==> config.mk <==
export PLATFORM = sky130hd
export DESIGN_NAME = decimal_accumulator_alu_unit_flat
export DESIGN_NICKNAME = d
export VERILOG_FILES = /design/src/hdl/dacc_pkg.sv /design/src/hdl/dacc_in_if.sv /design/src/hdl/dacc_out_if.sv /design/src/hdl/decimal_accumulator_alu_unit.sv /design/src/hdl/dacc_bcd_adder.sv /design/src/hdl/dacc_core.sv /design/src/flat_wrapper.sv
export VERILOG_INCLUDE_DIRS = /design/src /design/src/hdl
export SDC_FILE = /design/constraint.sdc
export NUM_CORES = 1
export LEC_CHECK = 0
export ABC_AREA = 1
export BUFFER_PORTS_ARGS = -buffer_cell sky130_fd_sc_hd__clkbuf_2
export CAP_MARGIN = 20
export CORE_UTILIZATION = 25
export DETAILED_ROUTE_END_ITERATION = 7
export PLACE_DENSITY = 0.48
export SYNTH_ARGS = -nofsm -noshare
export SYNTH_HDL_FRONTEND = slang
export SYNTH_HIERARCHICAL = 1
export SYNTH_SLANG_ARGS = --single-unit
==> constraint.sdc <==
create_clock -name clk -period 69.6 [get_ports clk]
set_input_delay 20.88 -clock clk [delete_from_list [all_inputs] [get_ports clk]]
set_output_delay 20.88 -clock clk [all_outputs]
set_load 0.1 [all_outputs]
==> src/hdl/decimal_accumulator_alu_unit_defines.svh <==
// Assertion macros for the decimal accumulator core (dacc_core).
// Each expects clk and rst_n in the scope where it is used.
`ifndef DECIMAL_ACCUMULATOR_ALU_UNIT_DEFINES_SVH
`define DECIMAL_ACCUMULATOR_ALU_UNIT_DEFINES_SVH

// same-cycle implication
`define DACC_ASSERT_NOW(name, ante, cons, msg) \
    name: assert property (@(posedge clk) disable iff (!rst_n) (ante) |-> (cons)) \
        else $error(msg);

// next-cycle implication
`define DACC_ASSERT_NEXT(name, ante, cons, msg) \
    name: assert property (@(posedge clk) disable iff (!rst_n) (ante) |=> (cons)) \
        else $error(msg);

`endif

==> src/hdl/dacc_pkg.sv <==
package dacc_pkg;

    localparam int DIGITS      = 16;
    localparam int DATA_W      = 64;
    localparam int ACC_W       = DIGITS * 4;
    localparam int WORK_DIGITS = DIGITS + 1;
    localparam int WORK_W      = WORK_DIGITS * 4;
    localparam int CNT_W       = $clog2(DIGITS + 1);
    localparam int CMD_W       = 3;
    localparam int STAT_W      = 2;

    localparam logic [CMD_W-1:0] CMD_LOAD = 3'd0;
    localparam logic [CMD_W-1:0] CMD_ADD  = 3'd1;
    localparam logic [CMD_W-1:0] CMD_SUB  = 3'd2;
    localparam logic [CMD_W-1:0] CMD_MUL  = 3'd3;
    localparam logic [CMD_W-1:0] CMD_DIV  = 3'd4;
    localparam logic [CMD_W-1:0] CMD_CMP  = 3'd5;

    localparam logic [STAT_W-1:0] ST_OK   = 2'd0;
    localparam logic [STAT_W-1:0] ST_OVF  = 2'd1;
    localparam logic [STAT_W-1:0] ST_NEG  = 2'd2;
    localparam logic [STAT_W-1:0] ST_DIV0 = 2'd3;

    localparam int CMP_LT = 2;
    localparam int CMP_EQ = 1;
    localparam int CMP_GT = 0;

    typedef struct packed {
        logic [ACC_W-1:0]  acc;
        logic [STAT_W-1:0] status;
        logic [2:0]        cmp;
        logic              zero;
    } dacc_res_t;

    // digits above nine read as zero, nibbles above the accumulator width dropped
    function automatic logic [ACC_W-1:0] bcd_clean(input logic [DATA_W-1:0] v);
        logic [ACC_W-1:0] r;
        r = '0;
        for (int i = 0; i < DIGITS; i++)
        begin
            r[4*i +: 4] = (v[4*i +: 4] > 4'd9) ? 4'd0 : v[4*i +: 4];
        end
        return r;
    endfunction

endpackage

==> src/hdl/dacc_in_if.sv <==
interface dacc_in_if;
    import dacc_pkg::*;

    logic              valid;
    logic              ready;
    logic [CMD_W-1:0]  cmd;
    logic [DATA_W-1:0] operand;

    modport source (output valid, output cmd, output operand, input ready);
    modport sink   (input valid, input cmd, input operand, output ready);
endinterface

==> src/hdl/dacc_out_if.sv <==
interface dacc_out_if;
    import dacc_pkg::*;

    logic              valid;
    logic              ready;
    logic [DATA_W-1:0] acc_value;
    logic [STAT_W-1:0] status;
    logic              was_less;
    logic              was_equal;
    logic              was_greater;
    logic              acc_zero;

    modport source (
        output valid, output acc_value, output status, output was_less,
        output was_equal, output was_greater, output acc_zero, input ready
    );
    modport sink (
        input valid, input acc_value, input status, input was_less,
        input was_equal, input was_greater, input acc_zero, output ready
    );
endinterface

==> src/hdl/decimal_accumulator_alu_unit.sv <==
// Decimal accumulator: 16-digit unsigned packed-BCD accumulator.
// cmd_ch carries a command (load, add, subtract, multiply, divide, compare)
// and a BCD operand; res_ch returns one word per command with the new
// accumulator, status, the three-way compare of old accumulator against
// operand, and a zero flag. A word is taken when valid and ready are high.
// One command is worked at a time on a shared BCD adder; cmd_ch.ready is
// high only while the sequencer is idle. Load, compare, a negative subtract
// and a divide by zero go straight to the result; add and subtract make one
// adder pass. Multiply shifts once per digit and runs one adder pass per unit
// of each operand digit; divide brings down each dividend digit and runs one
// trial subtract per quotient unit plus one per digit.
// A finished word waits in an output register, so the next command is taken
// while the receiver stalls; the sequencer holds the following result until
// that register frees. The accumulator updates when its result word moves
// to the output register. Reset clears the accumulator to zero and empties
// the output register.
module decimal_accumulator_alu_unit (
    input  logic        clk,
    input  logic        rst_n,
    dacc_in_if.sink     cmd_ch,
    dacc_out_if.source  res_ch
);
    import dacc_pkg::*;

    logic      out_valid_reg, out_valid_next;
    dacc_res_t out_res_reg,   out_res_next;
    dacc_res_t core_res;
    logic      core_idle;
    logic      core_valid;
    logic      res_take;

    assign res_take = core_valid && (!out_valid_reg || res_ch.ready);

    dacc_core u_core (
        .clk       (clk),
        .rst_n     (rst_n),
        .start     (cmd_ch.valid),
        .cmd       (cmd_ch.cmd),
        .operand   (cmd_ch.operand),
        .res_take  (res_take),
        .idle      (core_idle),
        .res_valid (core_valid),
        .res       (core_res)
    );

    always_comb
    begin
        out_valid_next = out_valid_reg;
        out_res_next   = out_res_reg;
        if (res_take)
        begin
            out_valid_next = 1'b1;
            out_res_next   = core_res;
        end
        else if (res_ch.ready)
            out_valid_next = 1'b0;
    end

    always_ff @(posedge clk or negedge rst_n)
    begin
        if (!rst_n)
            out_valid_reg <= 1'b0;
        else
            out_valid_reg <= out_valid_next;
    end

    always_ff @(posedge clk)
    begin
        out_res_reg <= out_res_next;
    end

    assign cmd_ch.ready       = core_idle;
    assign res_ch.valid       = out_valid_reg;
    assign res_ch.acc_value   = DATA_W'(out_res_reg.acc);
    assign res_ch.status      = out_res_reg.status;
    assign res_ch.was_less    = out_res_reg.cmp[CMP_LT];
    assign res_ch.was_equal   = out_res_reg.cmp[CMP_EQ];
    assign res_ch.was_greater = out_res_reg.cmp[CMP_GT];
    assign res_ch.acc_zero    = out_res_reg.zero;
endmodule

==> src/hdl/dacc_bcd_adder.sv <==
module dacc_bcd_adder (
    input  logic [dacc_pkg::WORK_W-1:0] x,
    input  logic [dacc_pkg::WORK_W-1:0] y,
    input  logic                        sub,
    output logic [dacc_pkg::WORK_W-1:0] sum,
    output logic                        cout
);
    import dacc_pkg::*;

    logic [WORK_DIGITS:0] carry;

    // subtract: nines' complement of y with carry in; carry out means x >= y
    assign carry[0] = sub;

    for (genvar i = 0; i < WORK_DIGITS; i++)
    begin : g_digit
        logic [3:0] yd;
        logic [4:0] raw;
        assign yd  = sub ? (4'd9 - y[4*i +: 4]) : y[4*i +: 4];
        assign raw = {1'b0, x[4*i +: 4]} + {1'b0, yd} + {4'b0000, carry[i]};
        assign carry[i+1] = (raw > 5'd9);
        assign sum[4*i +: 4] = carry[i+1] ? 4'(raw - 5'd10) : raw[3:0];
    end

    assign cout = carry[WORK_DIGITS];
endmodule

==> src/hdl/dacc_core.sv <==
`include "decimal_accumulator_alu_unit_defines.svh"

module dacc_core (
    input  logic                        clk,
    input  logic                        rst_n,
    input  logic                        start,
    input  logic [dacc_pkg::CMD_W-1:0]  cmd,
    input  logic [dacc_pkg::DATA_W-1:0] operand,
    input  logic                        res_take,
    output logic                        idle,
    output logic                        res_valid,
    output dacc_pkg::dacc_res_t         res
);
    import dacc_pkg::*;

    localparam logic [2:0] S_IDLE   = 3'd0;
    localparam logic [2:0] S_ADD    = 3'd1;
    localparam logic [2:0] S_SUB    = 3'd2;
    localparam logic [2:0] S_MSHIFT = 3'd3;
    localparam logic [2:0] S_MADD   = 3'd4;
    localparam logic [2:0] S_DSHIFT = 3'd5;
    localparam logic [2:0] S_DSUB   = 3'd6;
    localparam logic [2:0] S_DONE   = 3'd7;

    logic [2:0]        state_reg,  state_next;
    logic [ACC_W-1:0]  acc_reg,    acc_next;
    logic [ACC_W-1:0]  b_reg,      b_next;
    logic [WORK_W-1:0] work_reg,   work_next;
    logic [ACC_W-1:0]  src_reg,    src_next;
    logic [ACC_W-1:0]  quot_reg,   quot_next;
    logic [3:0]        rep_reg,    rep_next;
    logic [CNT_W-1:0]  cnt_reg,    cnt_next;
    logic              ovf_reg,    ovf_next;
    logic [ACC_W-1:0]  res_reg,    res_next;
    logic [STAT_W-1:0] status_reg, status_next;
    logic [2:0]        cmp_reg,    cmp_next;

    logic [ACC_W-1:0]  b_clean;
    logic [WORK_W-1:0] add_x, add_y, add_sum;
    logic              add_sub, add_cout;
    logic              commit;

    assign b_clean = bcd_clean(operand);
    assign commit  = (state_reg == S_DONE) && res_take;

    dacc_bcd_adder u_add (
        .x    (add_x),
        .y    (add_y),
        .sub  (add_sub),
        .sum  (add_sum),
        .cout (add_cout)
    );

    always_comb
    begin
        add_x   = work_reg;
        add_y   = WORK_W'(b_reg);
        add_sub = 1'b0;
        case (state_reg)
            S_ADD:
            begin
                add_x = WORK_W'(acc_reg);
            end
            S_SUB:
            begin
                add_x   = WORK_W'(acc_reg);
                add_sub = 1'b1;
            end
            S_MADD:
            begin
                add_y = WORK_W'(acc_reg);
            end
            S_DSUB:
            begin
                add_sub = 1'b1;
            end
            default:
            begin
            end
        endcase
    end

    always_comb
    begin
        state_next  = state_reg;
        acc_next    = acc_reg;
        b_next      = b_reg;
        work_next   = work_reg;
        src_next    = src_reg;
        quot_next   = quot_reg;
        rep_next    = rep_reg;
        cnt_next    = cnt_reg;
        ovf_next    = ovf_reg;
        res_next    = res_reg;
        status_next = status_reg;
        cmp_next    = cmp_reg;

        case (state_reg)
            S_IDLE:
            begin
                if (start)
                begin
                    b_next      = b_clean;
                    work_next   = '0;
                    quot_next   = '0;
                    cnt_next    = '0;
                    ovf_next    = 1'b0;
                    rep_next    = '0;
                    src_next    = (cmd == CMD_DIV) ? acc_reg : b_clean;
                    res_next    = acc_reg;
                    status_next = ST_OK;
                    cmp_next[CMP_LT] = acc_reg < b_clean;
                    cmp_next[CMP_EQ] = acc_reg == b_clean;
                    cmp_next[CMP_GT] = acc_reg > b_clean;
                    state_next  = S_DONE;
                    case (cmd)
                        CMD_LOAD:
                        begin
                            res_next = b_clean;
                        end
                        CMD_ADD:
                        begin
                            state_next = S_ADD;
                        end
                        CMD_SUB:
                        begin
                            if (acc_reg < b_clean)
                                status_next = ST_NEG;
                            else
                                state_next = S_SUB;
                        end
                        CMD_MUL:
                        begin
                            state_next = S_MSHIFT;
                        end
                        CMD_DIV:
                        begin
                            if (b_clean == '0)
                                status_next = ST_DIV0;
                            else
                                state_next = S_DSHIFT;
                        end
                        default:
                        begin
                        end
                    endcase
                end
            end
            S_ADD:
            begin
                if (add_sum[WORK_W-1 -: 4] != 4'd0)
                    status_next = ST_OVF;
                else
                    res_next = add_sum[ACC_W-1:0];
                state_next = S_DONE;
            end
            S_SUB:
            begin
                res_next   = add_sum[ACC_W-1:0];
                state_next = S_DONE;
            end
            S_MSHIFT:
            begin
                // partial product times ten, then add the multiplicand digit-value times
                work_next = {work_reg[ACC_W-1:0], 4'd0};
                ovf_next  = ovf_reg || (work_next[WORK_W-1 -: 4] != 4'd0);
                rep_next  = src_reg[ACC_W-1 -: 4];
                src_next  = {src_reg[ACC_W-5:0], 4'd0};
                cnt_next  = cnt_reg + 1'b1;
                if (rep_next != 4'd0)
                    state_next = S_MADD;
                else if (cnt_next == CNT_W'(DIGITS))
                begin
                    state_next = S_DONE;
                    if (ovf_next)
                        status_next = ST_OVF;
                    else
                        res_next = work_next[ACC_W-1:0];
                end
            end
            S_MADD:
            begin
                work_next = add_sum;
                ovf_next  = ovf_reg || (add_sum[WORK_W-1 -: 4] != 4'd0);
                rep_next  = rep_reg - 1'b1;
                if (rep_reg == 4'd1)
                begin
                    if (cnt_reg == CNT_W'(DIGITS))
                    begin
                        state_next = S_DONE;
                        if (ovf_next)
                            status_next = ST_OVF;
                        else
                            res_next = work_next[ACC_W-1:0];
                    end
                    else
                        state_next = S_MSHIFT;
                end
            end
            S_DSHIFT:
            begin
                // bring down the next dividend digit
                work_next  = {work_reg[ACC_W-1:0], src_reg[ACC_W-1 -: 4]};
                src_next   = {src_reg[ACC_W-5:0], 4'd0};
                quot_next  = {quot_reg[ACC_W-5:0], 4'd0};
                cnt_next   = cnt_reg + 1'b1;
                state_next = S_DSUB;
            end
            S_DSUB:
            begin
                if (add_cout)
                begin
                    work_next       = add_sum;
                    quot_next[3:0]  = quot_reg[3:0] + 4'd1;
                end
                else if (cnt_reg == CNT_W'(DIGITS))
                begin
                    res_next   = quot_reg;
                    state_next = S_DONE;
                end
                else
                    state_next = S_DSHIFT;
            end
            S_DONE:
            begin
                if (res_take)
                begin
                    acc_next   = res_reg;
                    state_next = S_IDLE;
                end
            end
            default:
            begin
                state_next = S_IDLE;
            end
        endcase
    end

    always_ff @(posedge clk or negedge rst_n)
    begin
        if (!rst_n)
        begin
            state_reg <= S_IDLE;
            acc_reg   <= '0;
        end
        else
        begin
            state_reg <= state_next;
            acc_reg   <= acc_next;
        end
    end

    always_ff @(posedge clk)
    begin
        b_reg      <= b_next;
        work_reg   <= work_next;
        src_reg    <= src_next;
        quot_reg   <= quot_next;
        rep_reg    <= rep_next;
        cnt_reg    <= cnt_next;
        ovf_reg    <= ovf_next;
        res_reg    <= res_next;
        status_reg <= status_next;
        cmp_reg    <= cmp_next;
    end

    assign idle       = (state_reg == S_IDLE);
    assign res_valid  = (state_reg == S_DONE);
    assign res.acc    = res_reg;
    assign res.status = status_reg;
    assign res.cmp    = cmp_reg;
    assign res.zero   = (res_reg == '0);

    `DACC_ASSERT_NOW(a_cmp_onehot, state_reg == S_DONE, $onehot(cmp_reg), "compare flags not one-hot")
    `DACC_ASSERT_NOW(a_neg_is_less, (state_reg == S_DONE) && (status_reg == ST_NEG), cmp_reg[CMP_LT], "negative status without less flag")
    `DACC_ASSERT_NOW(a_cnt_range, (state_reg != S_IDLE) && (state_reg != S_DONE), cnt_reg <= CNT_W'(DIGITS), "digit counter out of range")
    `DACC_ASSERT_NOW(a_quot_digit, state_reg == S_DSUB, quot_reg[3:0] <= 4'd9, "quotient digit above nine")
    `DACC_ASSERT_NEXT(a_acc_hold, !commit, $stable(acc_reg), "accumulator changed outside commit")
endmodule

==> src/flat_wrapper.sv <==
// flat-port wrapper written by rule: the top's interface ports become plain ports
module decimal_accumulator_alu_unit_flat import dacc_pkg::*;
  (clk, rst_n, cmd_ch_valid, cmd_ch_cmd, cmd_ch_operand, cmd_ch_ready, res_ch_valid, res_ch_acc_value, res_ch_status, res_ch_was_less, res_ch_was_equal, res_ch_was_greater, res_ch_acc_zero, res_ch_ready);
  dacc_in_if cmd_ch_i ();
  dacc_out_if res_ch_i ();
  input  logic clk;
  input  logic rst_n;
  input wire logic [$bits(cmd_ch_i.valid)-1:0] cmd_ch_valid;
  input wire logic [$bits(cmd_ch_i.cmd)-1:0] cmd_ch_cmd;
  input wire logic [$bits(cmd_ch_i.operand)-1:0] cmd_ch_operand;
  output wire logic [$bits(cmd_ch_i.ready)-1:0] cmd_ch_ready;
  output wire logic [$bits(res_ch_i.valid)-1:0] res_ch_valid;
  output wire logic [$bits(res_ch_i.acc_value)-1:0] res_ch_acc_value;
  output wire logic [$bits(res_ch_i.status)-1:0] res_ch_status;
  output wire logic [$bits(res_ch_i.was_less)-1:0] res_ch_was_less;
  output wire logic [$bits(res_ch_i.was_equal)-1:0] res_ch_was_equal;
  output wire logic [$bits(res_ch_i.was_greater)-1:0] res_ch_was_greater;
  output wire logic [$bits(res_ch_i.acc_zero)-1:0] res_ch_acc_zero;
  input wire logic [$bits(res_ch_i.ready)-1:0] res_ch_ready;
  assign cmd_ch_i.valid = cmd_ch_valid;
  assign cmd_ch_i.cmd = cmd_ch_cmd;
  assign cmd_ch_i.operand = cmd_ch_operand;
  assign cmd_ch_ready = cmd_ch_i.ready;
  assign res_ch_valid = res_ch_i.valid;
  assign res_ch_acc_value = res_ch_i.acc_value;
  assign res_ch_status = res_ch_i.status;
  assign res_ch_was_less = res_ch_i.was_less;
  assign res_ch_was_equal = res_ch_i.was_equal;
  assign res_ch_was_greater = res_ch_i.was_greater;
  assign res_ch_acc_zero = res_ch_i.acc_zero;
  assign res_ch_i.ready = res_ch_ready;
  decimal_accumulator_alu_unit u_core (.clk(clk), .rst_n(rst_n), .cmd_ch(cmd_ch_i), .res_ch(res_ch_i));
endmodule
# Word level (Yosys, flattened, before mapping)
# Index checks and enable logic that the tools add are counted.
dict set report word_totals {
  register_bits 477
  out_inout_bits 72
  input_bits 71
  word_cells 295
}
dict set report classes {
  eq_ne 31
  order_cmp 35
  muxes 107
  n_reduce_logical 33
  n_addsub 71
}
# cell n
set ops {}
lappend ops {{$mux W64} 15}
lappend ops {{$pmux W64 S6} 1}
lappend ops {{$pmux W68 S5} 1}
lappend ops {{$mux W4} 52}
lappend ops {{$mux W68} 3}
lappend ops {{$logic_not A64 Y1} 2}
lappend ops {{$pmux W64 S2} 1}
lappend ops {{$pmux W60 S2} 1}
lappend ops {{$add A4 B4 Y5} 17}
lappend ops {{$add A5 B1 Y5} 17}
lappend ops {{$gt A5 B4 Y1 const B} 17}
lappend ops {{$sub A4 B4 Y4 const B} 17}
lappend ops {{$eq A64 B64 Y1} 1}
lappend ops {{$gt A4 B4 Y1 const B} 16}
lappend ops {{$gt A64 B64 Y1} 1}
lappend ops {{$lt A64 B64 Y1} 1}
lappend ops {{$sub A4 B4 Y4 const A} 16}
lappend ops {{$ne A2 B2 Y1 const B} 15}
lappend ops {{$mux W2} 12}
lappend ops {{$mux W3} 8}
lappend ops {{$pmux W4 S3} 2}
lappend ops {{$pmux W3 S7} 1}
lappend ops {{$reduce_bool A4 Y1} 4}
lappend ops {{$eq A3 B3 Y1 const B} 5}
lappend ops {{30 further kinds} 51}

# Logic depth before layout (Yosys ltp)
dict set report logic_depth {
  word_depth 46
  depth_mapped 166
  ltp_nobuf 165
}

# By module
# The synthesis kept the hierarchy.
# module n_inst cells_each area_each_um2 seq_area_each_um2
set modules_own_cells {}
lappend modules_own_cells {dacc_core 1 2440 21785.9 11856.4}
lappend modules_own_cells {dacc_bcd_adder 1 804 5126.2 0.0}
lappend modules_own_cells {decimal_accumulator_alu_unit 1 76 2150.8 2127.0}

# Least setup slack after synthesis
# No wires, ideal clock.
dict set report synth_path {
  path_kind {register -> register}
  from {register u_core.u_core.state_reg[0]}
  to {register u_core.u_core.res_reg[0] (enable)}
  n_path_buf 1
  t_required_ns 68.956
  slack_ns 34.903
  stages_incl_launch_ff 153
  setup_ns 0.644
  t_arrival_ns 34.053
  period_less_slack_ns 34.697
  cell_sequence {dfrtp_1 nor2_4 inv_2 nor2_4 inv_2 clkbuf_1 o21ai_0 inv_1 ha_1 nand2_1 o21ai_0 ha_1 inv_1 nand2_1 nand2_1 ha_1 nand2_1 nand2_1 (+117 left out) xnor2_1 ha_1 nand2_1 nand3_2 nand2_2 fa_1 fa_1 xnor2_1 ha_1 nand2_1 nand3_2 nand2_2 nand2_1 nand2_1 nor4_1 nand2_1 a22o_1 nor4_1}
}
dict set report synth_between {
  elab_chain_cells 44
  word_cells_on_any_way 111
  cone_classes {add/sub (51); order compare (17); eq/ne (15); mux (21); reduce/logical (7)}
}
# element line_no
set synth_lines {}
lappend synth_lines {{start, declared} dacc_core.sv:25} ;# logic [2:0] state_reg, state_next;
lappend synth_lines {{start signal, assigned} dacc_core.sv:248} ;# state_reg <= state_next;
lappend synth_lines {{$eq A3 B3 Y1 (*)} dacc_core.sv:59} ;# case (state_reg)
lappend synth_lines {{$mux W64 (*)} dacc_core.sv:59}
lappend synth_lines {{net u_core.u_core.add_y[1]} dacc_core.sv:39} ;# logic [WORK_W-1:0] add_x, add_y, add_sum;
lappend synth_lines {{$sub A4 B4 Y4} dacc_bcd_adder.sv:19} ;# assign yd = sub ? (4'd9 - y[4*i +: 4]) : y[4*i +: 4];
lappend synth_lines {{$mux W4 (*)} dacc_bcd_adder.sv:19}
lappend synth_lines {{$add A4 B4 Y5 (*)} dacc_bcd_adder.sv:20} ;# assign raw = {1'b0, x[4*i +: 4]} + {1'b0, yd} + {4'b0000, carry[i]};
lappend synth_lines {{$add A5 B1 Y5 (*)} dacc_bcd_adder.sv:20}
lappend synth_lines {{$gt A5 B4 Y1 (*)} dacc_bcd_adder.sv:21} ;# assign carry[i+1] = (raw > 5'd9);
lappend synth_lines {{(+31 left out)} -}
lappend synth_lines {{$gt A5 B4 Y1 (*)} dacc_bcd_adder.sv:21}
lappend synth_lines {{net u_core.u_core.add_cout} dacc_core.sv:40} ;# logic add_sub, add_cout;
lappend synth_lines {{$mux W4 (*)} dacc_bcd_adder.sv:22} ;# assign sum[4*i +: 4] = carry[i+1] ? 4'(raw - 5'd10) : raw[3:0];
lappend synth_lines {{net u_core.u_core.add_sum[65]} dacc_core.sv:39}
lappend synth_lines {{$reduce_bool A4 Y1 (*)} {dacc_core.sv:151, dacc_core.sv:184}}
lappend synth_lines {{$logic_or A1 B1 Y1} dacc_core.sv:184} ;# ovf_next = ovf_reg || (add_sum[WORK_W-1 -: 4] != 4'd0);
lappend synth_lines {{$ne A2 B2 Y1 (no line)} -}
lappend synth_lines {{$reduce_and A11 Y1 (no line) (*)} -}
lappend synth_lines {{end signal, assigned} dacc_core.sv:262} ;# res_reg <= res_next;
lappend synth_lines {{end, declared} dacc_core.sv:34} ;# logic [ACC_W-1:0] res_reg, res_next;
# The timed path passes the listed nets; every way through them passes the cells marked *.
# A chain may end at the register's enable or synchronous reset.

# Worst setup path after layout
dict set report layout_path {
  from {register u_core.u_core.state_reg[2]}
  to {register u_core.u_core.res_reg[0] (enable)}
}
# The elaborated chain is that of the path after synthesis.

==> impl_metrics.json <==
{
  "maxSlewHeadroom_pct": 29.8,
  "grt_use_total_pct": 17.3,
  "synth_edf_count": 409,
  "yosysWarnings": 6,
  "ff2ff_setup_slack_ns": 36.82,
  "tightest_slew_ns": 1.05,
  "status": "completed",
  "clock_path_buffers": 3,
  "worst_hold_slack_ns": 0.426,
  "required_ns": 69.87,
  "largest_reg_flops": 68,
  "port_buffers": 142,
  "wire_per_inst_um": 20.7,
  "maxCapViolations": 0,
  "nets": 3699,
  "ys_async_sr_fraction_pct": 14.3,
  "avgSynthCellArea_um2": 8.75,
  "drive_gt1_share_pct": 9.93,
  "coreArea_um2": 115000,
  "ys_ff_latch": 477,
  "cts.hold.buffers_added": 0,
  "hold_violations": 0,
  "crit_top_cell": "fa_1",
  "critPathKind": "reg -> reg",
  "initial_core_util_pct": 25.3,
  "drt_iter0_drc": 2127,
  "period_minus_slack_ns": 32.78,
  "finalCritPeriodShare_pct": 47.1,
  "hpwl_mm": 74.2,
  "post-cts-setup-buffers": 0,
  "dr.pass1.iters": 6,
  "pre_cts_ws_ns": 37.10,
  "cts_tree": "built",
  "cts_resized": 0,
  "drc": 0,
  "crit_slowest_cell": "nor4_1",
  "pin_count": 143,
  "clk_pin_slew_worst_paths_ns": 0.06,
  "clockRootBuffer": "clkbuf_16",
  "fp-row-count": 124,
  "areaGrowthSynthToFinish_pct": 14.8,
  "synth.distinct_cells": 48,
  "antenna_found_initial": 9,
  "clock_sinks": 477,
  "syn_area_um2": 29100,
  "worstPathArrival_ns": 33.05,
  "ant_nets": 0,
  "die_h_um": 343,
  "slowest_delay_ns": 0.54,
  "clk_latency_ns": 0.65,
  "hold_class": "reg -> reg",
  "slew_violations": 0,
  "die_x_um": 343,
  "layout_setup_ws_ns": 36.82,
  "overflow": 0,
  "syn_inst": 3320,
  "final_util_pct": 29.0,
  "final-setup-viol-count": 0,
  "gp_congestion": 0.859,
  "startpoint_type": "flip-flop",
  "grt_pass1_wl_mm": 152,
  "fp.dieArea_um2": 118000,
  "routed_via_density": 4.80,
  "cts_made_buffers": 58,
  "cp_max_fo": 49,
  "end_kind": "flip-flop",
  "fmax_mhz": 30.5,
  "ys.flop_type": "edfxtp_1",
  "h-tree-depth": 2,
  "grt_pass1_vias": 23400,
  "via_count": 23900,
  "wl_mm": 103,
  "yosysSeqAreaShare_pct": 48.1,
  "fin_skew_ns": 0.0198,
  "rsz0062_at_grt": "false",
  "grt_max_degree": 73,
  "fill_cells": 12300,
  "fin_tns_setup_ns": 0
}
[critical path: cells and delay by family (launching register included)]
family	cells	cell delay [ns]
xor gates and xnor gates	15	4.83
AOI/OAI and AO/OA	6	1.09
buffers and inverters	16	2.22
DFF	1	0.32
adders and majority gates	51	17.40
and+or+nand+nor	64	6.45
[cell usage after synthesis (all sizes together) (5+ instances only)]
master	instances	area, um^2
a21oi	248	1240
a221oi	37	324
a22o	27	236
a32o	21	210
buf	61	315
clkbuf	81	304
dfrtp	68	1700
edfxtp	409	12300
fa	33	661
ha	171	2140
inv	464	1740
nand2	653	2510
nand3	117	656
nand3b	32	240
nand4	24	150
nor2	349	1370
nor3	15	75.1
nor4	15	93.8
o211ai	5	37.5
o21a	6	45.0
o21ai	373	1870
o221ai	5	43.8
o22ai	39	244
xnor2	40	350
xor2	15	131
[cells in the final DEF (no fill, tap or decap), types with 5 or more instances in the layout]
master and instances:
nor2_1 337, a22o_1 27, edfxtp_1 409, nand4_1 24, nand3b_1 32, nor2_4 9
nand3_1 103, a21oi_1 247, o22ai_1 39, xor2_1 15, inv_2 12, conb_1 6
nand2_1 623, clkbuf_16 59, o211ai_1 5, dfrtp_1 68, clkinv_2 9, ha_1 171
clkbuf_8 12, a32o_1 21, o21a_1 6, nand2_2 26, o21ai_1 30, o21ai_0 343
o221ai_1 5, xnor2_1 40, buf_4 39, fa_1 33, clkbuf_2 141, nor3_1 15
clkbuf_1 18, nand3_2 14, inv_1 448, nor4_1 13, a221oi_1 37
[cell type report]
cell class | count | area [um^2] | share of cell area [%]
Sequential cell | 477 | 14000 | 41.9
Multi-Input combinational cell | 2242 | 12800 | 38.4
Tap cell | 1512 | 1890 | 5.67
Inverter | 464 | 1750 | 5.24
Clock buffer | 89 | 1710 | 5.12
Timing Repair Buffer | 181 | 1000 | 3.01
Clock inverter | 20 | 188 | 0.563
Antenna cell | 2 | 5.00 | 0.0150
[final timing paths]
kind	cells after the start	from	to
worst min register to register	0	u_core/u_core/cmp_reg[0]	u_core/res_ch.was_greater
min in group asynchronous	1	rst_n	u_core/res_ch.valid
worst min-delay path	0	u_core/u_core/cmp_reg[0]	u_core/res_ch.was_greater
max in group asynchronous	2	rst_n	u_core/u_core/acc_reg[34]
worst max-delay path	152	u_core/u_core/state_reg[2]	u_core/u_core/res_reg[0]
worst max register to register	152	u_core/u_core/state_reg[2]	u_core/u_core/res_reg[0]
[through the flow]
step / instance area [um^2] / std cells
final: 33400 / 4987
after CTS: 33300 / 4985
after global placement: 31400 / 4875
after global routing: 33300 / 4985
after detailed placement: 31500 / 4876
after floorplan: 29100 / 3325
[logic make-up (layout without fill, tap and decap cells)]
kind of cell	after synthesis	count (layout)	share of synthesized area, %
simple gates	1209	1209	17.6
compound gates	768	768	14.8
buf+inv	606	754	8.13
flops	477	477	48.1
fa+ha+maj	204	204	9.63
xor+xnor	55	55	1.66
other cells	1	8	0.0129
[routing by layer]
layer / wire length (um) / GRT usage (%) / part of all wire (%) / up-vias
met5: 57 / 0 / 0.055 / -
met4: 2870 / 5.10 / 2.8 / 8
met3: 6780 / 3.66 / 6.6 / 127
met2: 47500 / 28.0 / 46 / 716
met1: 46200 / 23.2 / 45 / 11600
li1: - / - / - / 11500
Power is not shown: default switching activity piles up to over one toggle a cycle in this logic, so the estimate is an artifact.
